===== src/sv/first_fit_block_allocator_assert.svh =====
// Assertion macros used by the first-fit block allocator controller.
`ifndef FIRST_FIT_BLOCK_ALLOCATOR_ASSERT_SVH
`define FIRST_FIT_BLOCK_ALLOCATOR_ASSERT_SVH

// Same-cycle implication, disabled during reset.
`define FFBA_ASSERT_NOW(label, clk, rst, ante, cons) \
   label: assert property (@(posedge clk) disable iff (rst) (ante) |-> (cons)) \
      else $error("%m: same-cycle check failed");

// Next-cycle implication, disabled during reset.
`define FFBA_ASSERT_NEXT(label, clk, rst, ante, cons) \
   label: assert property (@(posedge clk) disable iff (rst) (ante) |=> (cons)) \
      else $error("%m: next-cycle check failed");

`endif


===== src/sv/ffba_pkg.sv =====
// Shared types and constants of the first-fit block allocator.
package ffba_pkg;

   localparam int LEN_W        = 16;
   localparam int HEADER_BYTES = 8;
   localparam logic [LEN_W-1:0] POOL_RESET = 16'd4096;

   localparam logic OP_ALLOC = 1'b0;
   localparam logic OP_FREE  = 1'b1;

   localparam logic [1:0] STATUS_OK      = 2'd0;
   localparam logic [1:0] STATUS_NO_FIT  = 2'd1;
   localparam logic [1:0] STATUS_UNKNOWN = 2'd2;
   localparam logic [1:0] STATUS_FULL    = 2'd3;

   typedef struct packed {
      logic capture_req;
      logic init_pool;
      logic scan_step;
      logic scan_wrap;
      logic alloc_scan;
      logic used_scan;
      logic free_scan;
      logic update;
      logic stats_scan;
      logic load_rsp;
   } cmd_type;

   typedef struct packed {
      logic free_last;
      logic used_last;
      logic scan_last;
   } stat_type;

endpackage


===== src/sv/ffba_ctrl.sv =====
// Controller state machine of the first-fit block allocator.
`include "first_fit_block_allocator_assert.svh"

module ffba_ctrl (
   input  logic               clock,
   input  logic               reset,
   input  logic               req_tvalid,
   output logic               req_tready,
   input  logic               req_op,
   output logic               rsp_tvalid,
   input  logic               rsp_tready,
   input  logic               csr_tvalid,
   output logic               csr_tready,
   input  ffba_pkg::stat_type stat,
   output ffba_pkg::cmd_type  cmd
);
   import ffba_pkg::*;

   localparam logic [2:0] S_IDLE       = 3'd0;
   localparam logic [2:0] S_ALLOC_SCAN = 3'd1;
   localparam logic [2:0] S_USED_SCAN  = 3'd2;
   localparam logic [2:0] S_FREE_SCAN  = 3'd3;
   localparam logic [2:0] S_UPDATE     = 3'd4;
   localparam logic [2:0] S_STATS      = 3'd5;
   localparam logic [2:0] S_DONE       = 3'd6;

   logic [2:0] state_ff, state_in;
   logic       rsp_valid_ff, rsp_valid_in;

   assign req_tready = (state_ff == S_IDLE);
   assign csr_tready = (state_ff == S_IDLE);
   assign rsp_tvalid = rsp_valid_ff;

   always_comb begin
      state_in = state_ff;
      cmd      = '0;
      unique case (state_ff)
         S_IDLE: begin
            cmd.init_pool = csr_tvalid;
            if (req_tvalid) begin
               cmd.capture_req = 1'b1;
               state_in = (req_op == OP_FREE) ? S_USED_SCAN : S_ALLOC_SCAN;
            end
         end
         S_ALLOC_SCAN: begin
            cmd.alloc_scan = 1'b1;
            cmd.scan_step  = 1'b1;
            cmd.scan_wrap  = stat.scan_last;
            if (stat.scan_last) state_in = S_UPDATE;
         end
         S_USED_SCAN: begin
            cmd.used_scan = 1'b1;
            cmd.scan_step = 1'b1;
            cmd.scan_wrap = stat.used_last;
            if (stat.used_last) state_in = S_FREE_SCAN;
         end
         S_FREE_SCAN: begin
            cmd.free_scan = 1'b1;
            cmd.scan_step = 1'b1;
            cmd.scan_wrap = stat.free_last;
            if (stat.free_last) state_in = S_UPDATE;
         end
         S_UPDATE: begin
            cmd.update = 1'b1;
            state_in   = S_STATS;
         end
         S_STATS: begin
            cmd.stats_scan = 1'b1;
            cmd.scan_step  = 1'b1;
            cmd.scan_wrap  = stat.free_last;
            if (stat.free_last) state_in = S_DONE;
         end
         S_DONE: begin
            // The output register is free once its pending transaction is taken.
            if (!rsp_valid_ff || rsp_tready) begin
               cmd.load_rsp = 1'b1;
               state_in     = S_IDLE;
            end
         end
         default: state_in = S_IDLE;
      endcase
   end

   always_comb begin
      rsp_valid_in = rsp_valid_ff;
      if (cmd.load_rsp) rsp_valid_in = 1'b1;
      else if (rsp_tready) rsp_valid_in = 1'b0;
   end

   always_ff @(posedge clock) begin
      if (reset) begin
         state_ff     <= S_IDLE;
         rsp_valid_ff <= 1'b0;
      end else begin
         state_ff     <= state_in;
         rsp_valid_ff <= rsp_valid_in;
      end
   end

   `FFBA_ASSERT_NEXT(a_accept_leaves_idle, clock, reset, req_tvalid && req_tready, state_ff != S_IDLE)
   `FFBA_ASSERT_NEXT(a_update_then_stats, clock, reset, state_ff == S_UPDATE, state_ff == S_STATS)
   `FFBA_ASSERT_NEXT(a_load_shows_result, clock, reset, cmd.load_rsp, rsp_tvalid)
   `FFBA_ASSERT_NEXT(a_pending_not_overwritten, clock, reset, (state_ff == S_DONE) && rsp_tvalid && !rsp_tready, state_ff == S_DONE)

endmodule


===== src/sv/ffba_datapath.sv =====
// Datapath of the first-fit block allocator: tables, scan counter and result registers.
module ffba_datapath #(
   parameter int MAX_FREE_BLOCKS = 16,
   parameter int MAX_USED_BLOCKS = 16,
   parameter int ADDR_BITS       = 16
) (
   input  logic                      clock,
   input  logic                      reset,
   input  logic                      req_op,
   input  logic [ffba_pkg::LEN_W-1:0] req_size,
   input  logic [15:0]               req_addr,
   input  logic [ffba_pkg::LEN_W-1:0] csr_data,
   input  ffba_pkg::cmd_type         cmd,
   output ffba_pkg::stat_type        stat,
   output logic [55:0]               rsp_data
);
   import ffba_pkg::*;

   localparam int SCAN_N = (MAX_FREE_BLOCKS > MAX_USED_BLOCKS) ? MAX_FREE_BLOCKS
                                                                : MAX_USED_BLOCKS;
   localparam int CW = $clog2(SCAN_N);
   localparam int FW = $clog2(MAX_FREE_BLOCKS);
   localparam int UW = (MAX_USED_BLOCKS > 1) ? $clog2(MAX_USED_BLOCKS) : 1;
   localparam logic [CW-1:0] FREE_LAST = CW'(MAX_FREE_BLOCKS - 1);
   localparam logic [CW-1:0] USED_LAST = CW'(MAX_USED_BLOCKS - 1);
   localparam logic [CW-1:0] SCAN_LAST = CW'(SCAN_N - 1);

   logic [ADDR_BITS-1:0] free_start_ff [MAX_FREE_BLOCKS];
   logic [LEN_W-1:0]     free_len_ff   [MAX_FREE_BLOCKS];
   logic                 free_valid_ff [MAX_FREE_BLOCKS];
   logic [ADDR_BITS-1:0] used_addr_ff  [MAX_USED_BLOCKS];
   logic [LEN_W-1:0]     used_len_ff   [MAX_USED_BLOCKS];
   logic                 used_valid_ff [MAX_USED_BLOCKS];

   logic                 op_ff;
   logic [LEN_W-1:0]     size_ff;
   logic [15:0]          addr_ff;
   logic [CW-1:0]        cnt_ff;

   logic                 pick_found_ff, slot_found_ff, u_found_ff;
   logic [FW-1:0]        pick_idx_ff;
   logic [ADDR_BITS-1:0] pick_start_ff;
   logic [LEN_W-1:0]     pick_len_ff;
   logic [UW-1:0]        slot_idx_ff, u_idx_ff;
   logic [ADDR_BITS-1:0] s_ff;
   logic [LEN_W-1:0]     l_ff;
   logic                 prev_found_ff, next_found_ff, spare_found_ff;
   logic [FW-1:0]        prev_idx_ff, next_idx_ff, spare_idx_ff;
   logic [LEN_W-1:0]     prev_len_ff, next_len_ff;

   logic [1:0]           res_status_ff;
   logic [15:0]          res_granted_ff;
   logic [LEN_W-1:0]     sum_ff, max_ff;
   logic [55:0]          rsp_data_ff;

   logic [FW-1:0]        fi;
   logic [UW-1:0]        ui;
   logic                 f_in, u_in;
   logic [ADDR_BITS-1:0] rd_start, rd_uaddr;
   logic [LEN_W-1:0]     rd_len, rd_ulen;
   logic                 rd_valid, rd_uvalid;
   logic [LEN_W:0]       need;
   logic [LEN_W-1:0]     rem;
   logic                 split;
   logic [31:0]          split_start32, grant32, uplus32, end32, snext32;
   logic                 merge_both, free_ok;
   logic [1:0]           status;
   logic [LEN_W-1:0]     prev_sum, next_sum, used_take;

   assign fi = cnt_ff[FW-1:0];
   assign ui = cnt_ff[UW-1:0];
   assign f_in = ({1'b0, cnt_ff} < (CW+1)'(MAX_FREE_BLOCKS));
   assign u_in = ({1'b0, cnt_ff} < (CW+1)'(MAX_USED_BLOCKS));

   assign rd_start  = free_start_ff[fi];
   assign rd_len    = free_len_ff[fi];
   assign rd_valid  = free_valid_ff[fi] && f_in;
   assign rd_uaddr  = used_addr_ff[ui];
   assign rd_ulen   = used_len_ff[ui];
   assign rd_uvalid = used_valid_ff[ui];

   assign stat.free_last = (cnt_ff == FREE_LAST);
   assign stat.used_last = (cnt_ff == USED_LAST);
   assign stat.scan_last = (cnt_ff == SCAN_LAST);

   assign need          = {1'b0, size_ff} + (LEN_W+1)'(HEADER_BYTES);
   assign rem           = pick_len_ff - need[LEN_W-1:0];
   assign split         = (rem > LEN_W'(HEADER_BYTES));
   assign split_start32 = 32'(pick_start_ff) + 32'(need);
   assign grant32       = 32'(pick_start_ff) + 32'(HEADER_BYTES);
   assign uplus32       = 32'(rd_uaddr) + 32'(HEADER_BYTES);
   assign end32         = 32'(rd_start) + 32'(rd_len);
   assign snext32       = 32'(s_ff) + 32'(l_ff);

   assign merge_both = next_found_ff && (next_idx_ff != prev_idx_ff);
   assign free_ok    = prev_found_ff || next_found_ff || spare_found_ff;
   assign prev_sum   = prev_len_ff + l_ff + (merge_both ? next_len_ff : '0);
   assign next_sum   = next_len_ff + l_ff;
   assign used_take  = split ? need[LEN_W-1:0] : pick_len_ff;

   always_comb begin
      if (op_ff == OP_ALLOC) begin
         priority if (!pick_found_ff) status = STATUS_NO_FIT;
         else if (!slot_found_ff)     status = STATUS_FULL;
         else                         status = STATUS_OK;
      end else begin
         priority if (!u_found_ff) status = STATUS_UNKNOWN;
         else if (!free_ok)        status = STATUS_FULL;
         else                      status = STATUS_OK;
      end
   end

   // Table storage: pool init, allocate and free updates.
   always_ff @(posedge clock) begin
      if (reset || cmd.init_pool) begin
         for (int i = 0; i < MAX_FREE_BLOCKS; i++) free_valid_ff[i] <= 1'b0;
         for (int i = 0; i < MAX_USED_BLOCKS; i++) used_valid_ff[i] <= 1'b0;
         free_start_ff[0] <= '0;
         if (reset) begin
            free_len_ff[0]   <= POOL_RESET;
            free_valid_ff[0] <= 1'b1;
         end else begin
            free_len_ff[0]   <= csr_data;
            free_valid_ff[0] <= (csr_data != '0);
         end
      end else if (cmd.update && status == STATUS_OK) begin
         if (op_ff == OP_ALLOC) begin
            used_addr_ff[slot_idx_ff]  <= pick_start_ff;
            used_len_ff[slot_idx_ff]   <= used_take;
            used_valid_ff[slot_idx_ff] <= 1'b1;
            if (split) begin
               free_start_ff[pick_idx_ff] <= split_start32[ADDR_BITS-1:0];
               free_len_ff[pick_idx_ff]   <= rem;
            end else begin
               free_valid_ff[pick_idx_ff] <= 1'b0;
            end
         end else begin
            used_valid_ff[u_idx_ff] <= 1'b0;
            priority if (prev_found_ff) begin
               free_len_ff[prev_idx_ff] <= prev_sum;
               if (merge_both) free_valid_ff[next_idx_ff] <= 1'b0;
            end else if (next_found_ff) begin
               free_start_ff[next_idx_ff] <= s_ff;
               free_len_ff[next_idx_ff]   <= next_sum;
            end else begin
               free_start_ff[spare_idx_ff] <= s_ff;
               free_len_ff[spare_idx_ff]   <= l_ff;
               free_valid_ff[spare_idx_ff] <= 1'b1;
            end
         end
      end
   end

   always_ff @(posedge clock) begin
      if (reset) begin
         cnt_ff <= '0;
      end else if (cmd.scan_step) begin
         cnt_ff <= cmd.scan_wrap ? '0 : cnt_ff + 1'b1;
      end
   end

   // Scan captures and request registers.
   always_ff @(posedge clock) begin
      if (cmd.capture_req) begin
         op_ff          <= req_op;
         size_ff        <= req_size;
         addr_ff        <= req_addr;
         pick_found_ff  <= 1'b0;
         slot_found_ff  <= 1'b0;
         u_found_ff     <= 1'b0;
         prev_found_ff  <= 1'b0;
         next_found_ff  <= 1'b0;
         spare_found_ff <= 1'b0;
      end
      if (cmd.alloc_scan) begin
         if (rd_valid && ({1'b0, rd_len} >= need) &&
             (!pick_found_ff || rd_start < pick_start_ff)) begin
            pick_found_ff <= 1'b1;
            pick_idx_ff   <= fi;
            pick_start_ff <= rd_start;
            pick_len_ff   <= rd_len;
         end
         if (u_in && !slot_found_ff && !rd_uvalid) begin
            slot_found_ff <= 1'b1;
            slot_idx_ff   <= ui;
         end
      end
      if (cmd.used_scan && !u_found_ff && rd_uvalid &&
          (32'(uplus32[ADDR_BITS-1:0]) == 32'(addr_ff))) begin
         u_found_ff <= 1'b1;
         u_idx_ff   <= ui;
         s_ff       <= rd_uaddr;
         l_ff       <= rd_ulen;
      end
      if (cmd.free_scan) begin
         if (!rd_valid) begin
            if (!spare_found_ff) begin
               spare_found_ff <= 1'b1;
               spare_idx_ff   <= fi;
            end
         end else begin
            if (!prev_found_ff && end32[ADDR_BITS-1:0] == s_ff) begin
               prev_found_ff <= 1'b1;
               prev_idx_ff   <= fi;
               prev_len_ff   <= rd_len;
            end
            if (!next_found_ff && rd_start == snext32[ADDR_BITS-1:0]) begin
               next_found_ff <= 1'b1;
               next_idx_ff   <= fi;
               next_len_ff   <= rd_len;
            end
         end
      end
   end

   // Result and free-space statistics.
   always_ff @(posedge clock) begin
      if (cmd.update) begin
         res_status_ff  <= status;
         res_granted_ff <= (op_ff == OP_ALLOC && status == STATUS_OK)
                           ? 16'(grant32[ADDR_BITS-1:0]) : '0;
         sum_ff         <= '0;
         max_ff         <= '0;
      end else if (cmd.stats_scan && rd_valid) begin
         sum_ff <= sum_ff + rd_len;
         if (rd_len > max_ff) max_ff <= rd_len;
      end
      if (cmd.load_rsp) begin
         rsp_data_ff <= {6'd0, max_ff, sum_ff, res_granted_ff, res_status_ff};
      end
   end

   assign rsp_data = rsp_data_ff;

endmodule


===== src/sv/first_fit_block_allocator.sv =====
// Top level of the first-fit block allocator with coalescing.
// Allocate: one scan over max(MAX_FREE_BLOCKS, MAX_USED_BLOCKS) entries, update, stats scan over the free table.
// Free: scan of the used table, scan of the free table, update, stats scan over the free table.
// One request at a time: a new one is taken only after the previous result is loaded
// into the output register, which waits while a finished result is still waiting.
// Synchronous reset leaves one free block of 4096 bytes at offset 0 and no used blocks.
module first_fit_block_allocator #(
   parameter int MAX_FREE_BLOCKS = 16,
   parameter int MAX_USED_BLOCKS = 16,
   parameter int ADDR_BITS       = 16
) (
   input  logic        clock,
   input  logic        reset,
   input  logic        req_tvalid,
   output logic        req_tready,
   input  logic [31:0] req_tdata,  // request_size [15:0], block_address [31:16]
   input  logic [0:0]  req_tuser,  // operation [0]
   output logic        rsp_tvalid,
   input  logic        rsp_tready,
   output logic [55:0] rsp_tdata,  // status [1:0], granted_address [17:2],
                                   // free_bytes [33:18], largest_free [49:34], zero pad
   input  logic        csr_tvalid,
   output logic        csr_tready,
   input  logic [15:0] csr_tdata   // pool_size [15:0]
);
   import ffba_pkg::*;

   cmd_type  cmd;
   stat_type stat;

   ffba_ctrl u_ctrl (
      .clock      (clock),
      .reset      (reset),
      .req_tvalid (req_tvalid),
      .req_tready (req_tready),
      .req_op     (req_tuser[0]),
      .rsp_tvalid (rsp_tvalid),
      .rsp_tready (rsp_tready),
      .csr_tvalid (csr_tvalid),
      .csr_tready (csr_tready),
      .stat       (stat),
      .cmd        (cmd)
   );

   ffba_datapath #(
      .MAX_FREE_BLOCKS (MAX_FREE_BLOCKS),
      .MAX_USED_BLOCKS (MAX_USED_BLOCKS),
      .ADDR_BITS       (ADDR_BITS)
   ) u_datapath (
      .clock    (clock),
      .reset    (reset),
      .req_op   (req_tuser[0]),
      .req_size (req_tdata[15:0]),
      .req_addr (req_tdata[31:16]),
      .csr_data (csr_tdata),
      .cmd      (cmd),
      .stat     (stat),
      .rsp_data (rsp_tdata)
   );

endmodule

===== config.mk =====
export PLATFORM = sky130hd
export DESIGN_NAME = first_fit_block_allocator
export DESIGN_NICKNAME = d
export VERILOG_FILES = /design/src/sv/ffba_pkg.sv /design/src/sv/ffba_ctrl.sv /design/src/sv/ffba_datapath.sv /design/src/sv/first_fit_block_allocator.sv
export VERILOG_INCLUDE_DIRS = /design/src /design/src/sv
export SDC_FILE = /design/constraint.sdc
export NUM_CORES = 2
export LEC_CHECK = 0
export BUFFER_PORTS_ARGS = -buffer_cell sky130_fd_sc_hd__buf_2
export CORE_ASPECT_RATIO = 0.6
export CORE_UTILIZATION = 30
export CTS_CLUSTER_DIAMETER = 100
export DETAILED_ROUTE_END_ITERATION = 6
export GPL_ROUTABILITY_DRIVEN = 0
export HOLD_SLACK_MARGIN = 0.02
export SLEW_MARGIN = 20
export SYNTH_ARGS = -nofsm -noshare
export SYNTH_HDL_FRONTEND = slang
export SYNTH_HIERARCHICAL = 1
export SYNTH_SLANG_ARGS = --single-unit

===== constraint.sdc =====
create_clock -name clock -period 25 [get_ports clock]
set_input_delay 6.25 -clock clock [delete_from_list [all_inputs] [get_ports clock]]
set_output_delay 6.25 -clock clock [all_outputs]
set_load 0.005 [all_outputs]

==> reports/qor.txt <==
CTS tree: built
critical path arrival: 11.10 ns
layer with the highest usage: met1
worst-margin pin slew: 1.14 ns
max-slew violation total from the final report: 0
Post-CTS Hold Fix Bufs: 0
number of placed cells counting well taps: 5,999
Async S/R FF share, synth: 0
Die Height: 343 um
Post-synth top cells: edfxtp_1 (1,277), mux4_2 (330), nor2_1 (220), ha_1 (145), xnor2_1 (125)
Mapped Area: 58,000 um2
Routed WL: 163,000 um
CP max stage delay: 0.87 ns
DR WL/cell: 26.0 um
Syn Inst Count: 3,346
antenna violations before repair: 8
Setup Crit Path Kind: input pin to register
fmax: 93.2 MHz
root buffer cell: clkbuf_16
met1 Use GR: 0.254
Post-synth EDFFs: 1,277
num rows: 124
Max clock buf depth: 3
Lkg Pwr: 21.4 nW
CP endpoint: u_datapath/free_start_ff[15][10]
cell with the most instances after synthesis: edfxtp_1
RSZ-0062 raised after global routing: no
vias in the first global route: 31,300
I/O Buffers: 106
fill count: 17,900
worst setup path startpoint: csr_tvalid
Resized Gates After CTS: 0
grt met3 use: 0.0607
Synth area leader: edfxtp_1
slowest CP cell: nor2_2
MaxCap Viol Count: 0
Routed Antenna Nets: 0
Core Region: 191,000 um2
Seq cells post-synth: 1,327
Max IR drop VDD: 0.115 mV
Synth Flop Type: edfxtp_1
hpwl dp: 108,000 um
worst skew pair latency: 0.78 ns
met2 Track Usage GR: 0.217
fin cells: 6,242
Cell Pwr Density: 98.5 nW/um2
largest net degree at the start of global routing: 103
DIE AREA: 195,000 um2
CP endpoint kind: register
setup TNS: 0 ns
clk sinks: 1,327
Top Ports: 113
worst r2r dst: u_datapath/prev_len_ff[3]
R2R depth: 17
status: complete, no violations
die width: 570 um
postcts setup bufs: 0
overall power: 0.00656 W
synth-to-layout area growth: 14.6%
Worst slew margin: 0.242
CP Launch Type: input pin
final setup fails: 0
Yosys cell types: 95
Syn Area/Cell: 17.3 um2
Fin. Hold Viols: 0
main area contributors after synthesis: edfxtp_1 (66%), mux4_2 (13%), ha_1 (3.1%)
share of the synthesized area in the top cell type: 0.661
antenna fix cells: 0
Ys Warns: 6
htree depth: 4
vias: 32,600
Initial Util: 0.303
Crit Path Max Fanout: 37
residual DRC count: 0
1st-pass router iterations: 7
final cycle utilization of the critical path: 0.429
Total GRT Usage: 0.165
Worst Skew: 0.0382 ns
share of the yosys chip area belonging to registers: 0.678
DR vias/cell: 5.23
clock-pin slew of the registers on the worst-case setup and hold paths: 0.06 ns
share of cells above drive strength 1: 0.233
worst path required time: 25.37 ns
critical path cell sequence: buf_2 > and2_1 > nor2_2 > buf_4 > and3_1 > nand2b_1 > nor2_1 > buf_4 > nand2_1 > o21a_1 > nor3_1 > a22oi_1 > nor2_2
Nets: 3,773
Hold Crit Class: register to register
reg-to-reg slack, setup: 17.57 ns
Num CTS Buffers: 133
first-pass GRT wire length: 231,000 um
drt initial violations: 3,947
GRT overflow: 0
fin crit period: 10.73 ns
-- cell type report --
cell class / count / area [um2] / area share
inverters: 92 / 345 / 0.00519
well taps: 2583 / 3230 / 0.0486
clock inverters: 85 / 726 / 0.0109
flip-flops and latches: 1327 / 39400 / 0.592
clock buffers: 157 / 3460 / 0.0520
multi-input cells: 1791 / 18100 / 0.272
repair buffers: 207 / 1310 / 0.0197
-- state kept, by name, summed over array words and instances (netlist names), 50 cells and up, named ones only --
name                      count
u_datapath/free_len_ff      256
u_datapath/used_addr_ff     256
u_datapath/used_len_ff      256
u_datapath/rsp_data          50
u_datapath/free_start_ff    256
-- cells by family after synthesis --
group / synth area share
adder cells (fa/ha/maj): 0.0406
buffers and inverters: 0.0171
other: 0.0000646
flip-flops: 0.678
AND/OR/NAND/NOR: 0.0534
multiplexers: 0.135
AO/OA/AOI/OAI: 0.0484
XOR/XNOR: 0.0273
-- worst min-delay path by stage --
stage | startpoint | end | slack, ns | cells past startpoint
2_1_floorplan | u_datapath/res_status_ff[0] | u_datapath/rsp_data[0] | 0.40 | 0
3_3_place_gp | u_datapath/res_granted_ff[13] | u_datapath/rsp_data[15] | 0.40 | 0
3_5_place_dp | u_datapath/res_status_ff[0] | u_datapath/rsp_data[0] | 0.41 | 0
4_1_cts | u_datapath/res_status_ff[1] | u_datapath/rsp_data[1] | 0.42 | 0
5_1_grt | u_datapath/res_granted_ff[0] | u_datapath/rsp_data[2] | 0.42 | 0
6_report | u_datapath/res_status_ff[1] | u_datapath/rsp_data[1] | 0.42 | 0
-- layout by cell type (no fill, tap or decap), drive strengths merged, types with 27 or more instances in the layout --
cell | netlist | layout
o21ai | 108 | 108
xnor2 | 127 | 127
a21oi | 113 | 113
nor2b | 27 | 27
mux4 | 330 | 330
nor2 | 220 | 220
dfxtp | 50 | 50
nand3 | 49 | 49
o21a | 28 | 28
buf | 64 | 206
xor2 | 45 | 45
clkbuf | 77 | 158
inv | 91 | 104
edfxtp | 1277 | 1277
mux2i | 35 | 35
nand2 | 116 | 116
and2 | 28 | 28
clkinv | 1 | 63
a21o | 34 | 34
ha | 145 | 145
nor3 | 73 | 73
-- per-stage QoR --
step                      hold slack [ns]  setup WS (ns)  cell area (um2)   util
after floorplan                     0.400          14.87            58100      -
after global placement              0.403          13.77            62200  0.325
after CTS                           0.421          14.54            66400  0.347
after detailed placement            0.406          13.71            62200  0.325
after global routing                0.425          14.14            66500  0.348
final                               0.419          14.27            66500  0.348
-- metal layers --
| layer | vias up | share of wire |
|---|---|---|
| met4 | 4 | 0.016 |
| met2 | 1659 | 0.39 |
| met1 | 17000 | 0.46 |
| met5 | - | 0.00018 |
| li1 | 13800 | - |
| met3 | 168 | 0.13 |
-- where the power goes --
group	internal, W	total (W)	switching (W)
clock	0.00107	0.00194	0.000876
combinational	0.000778	0.00188	0.00110
sequential	0.00262	0.00274	0.000123
-- critical path: cells and delay by family --
family	cells	cell delay [ns]
AO/OA/AOI/OAI	2	0.72
AND/OR/NAND/NOR	8	3.39
buffers and inverters	3	0.71
(Power assumes the default switching activity.)
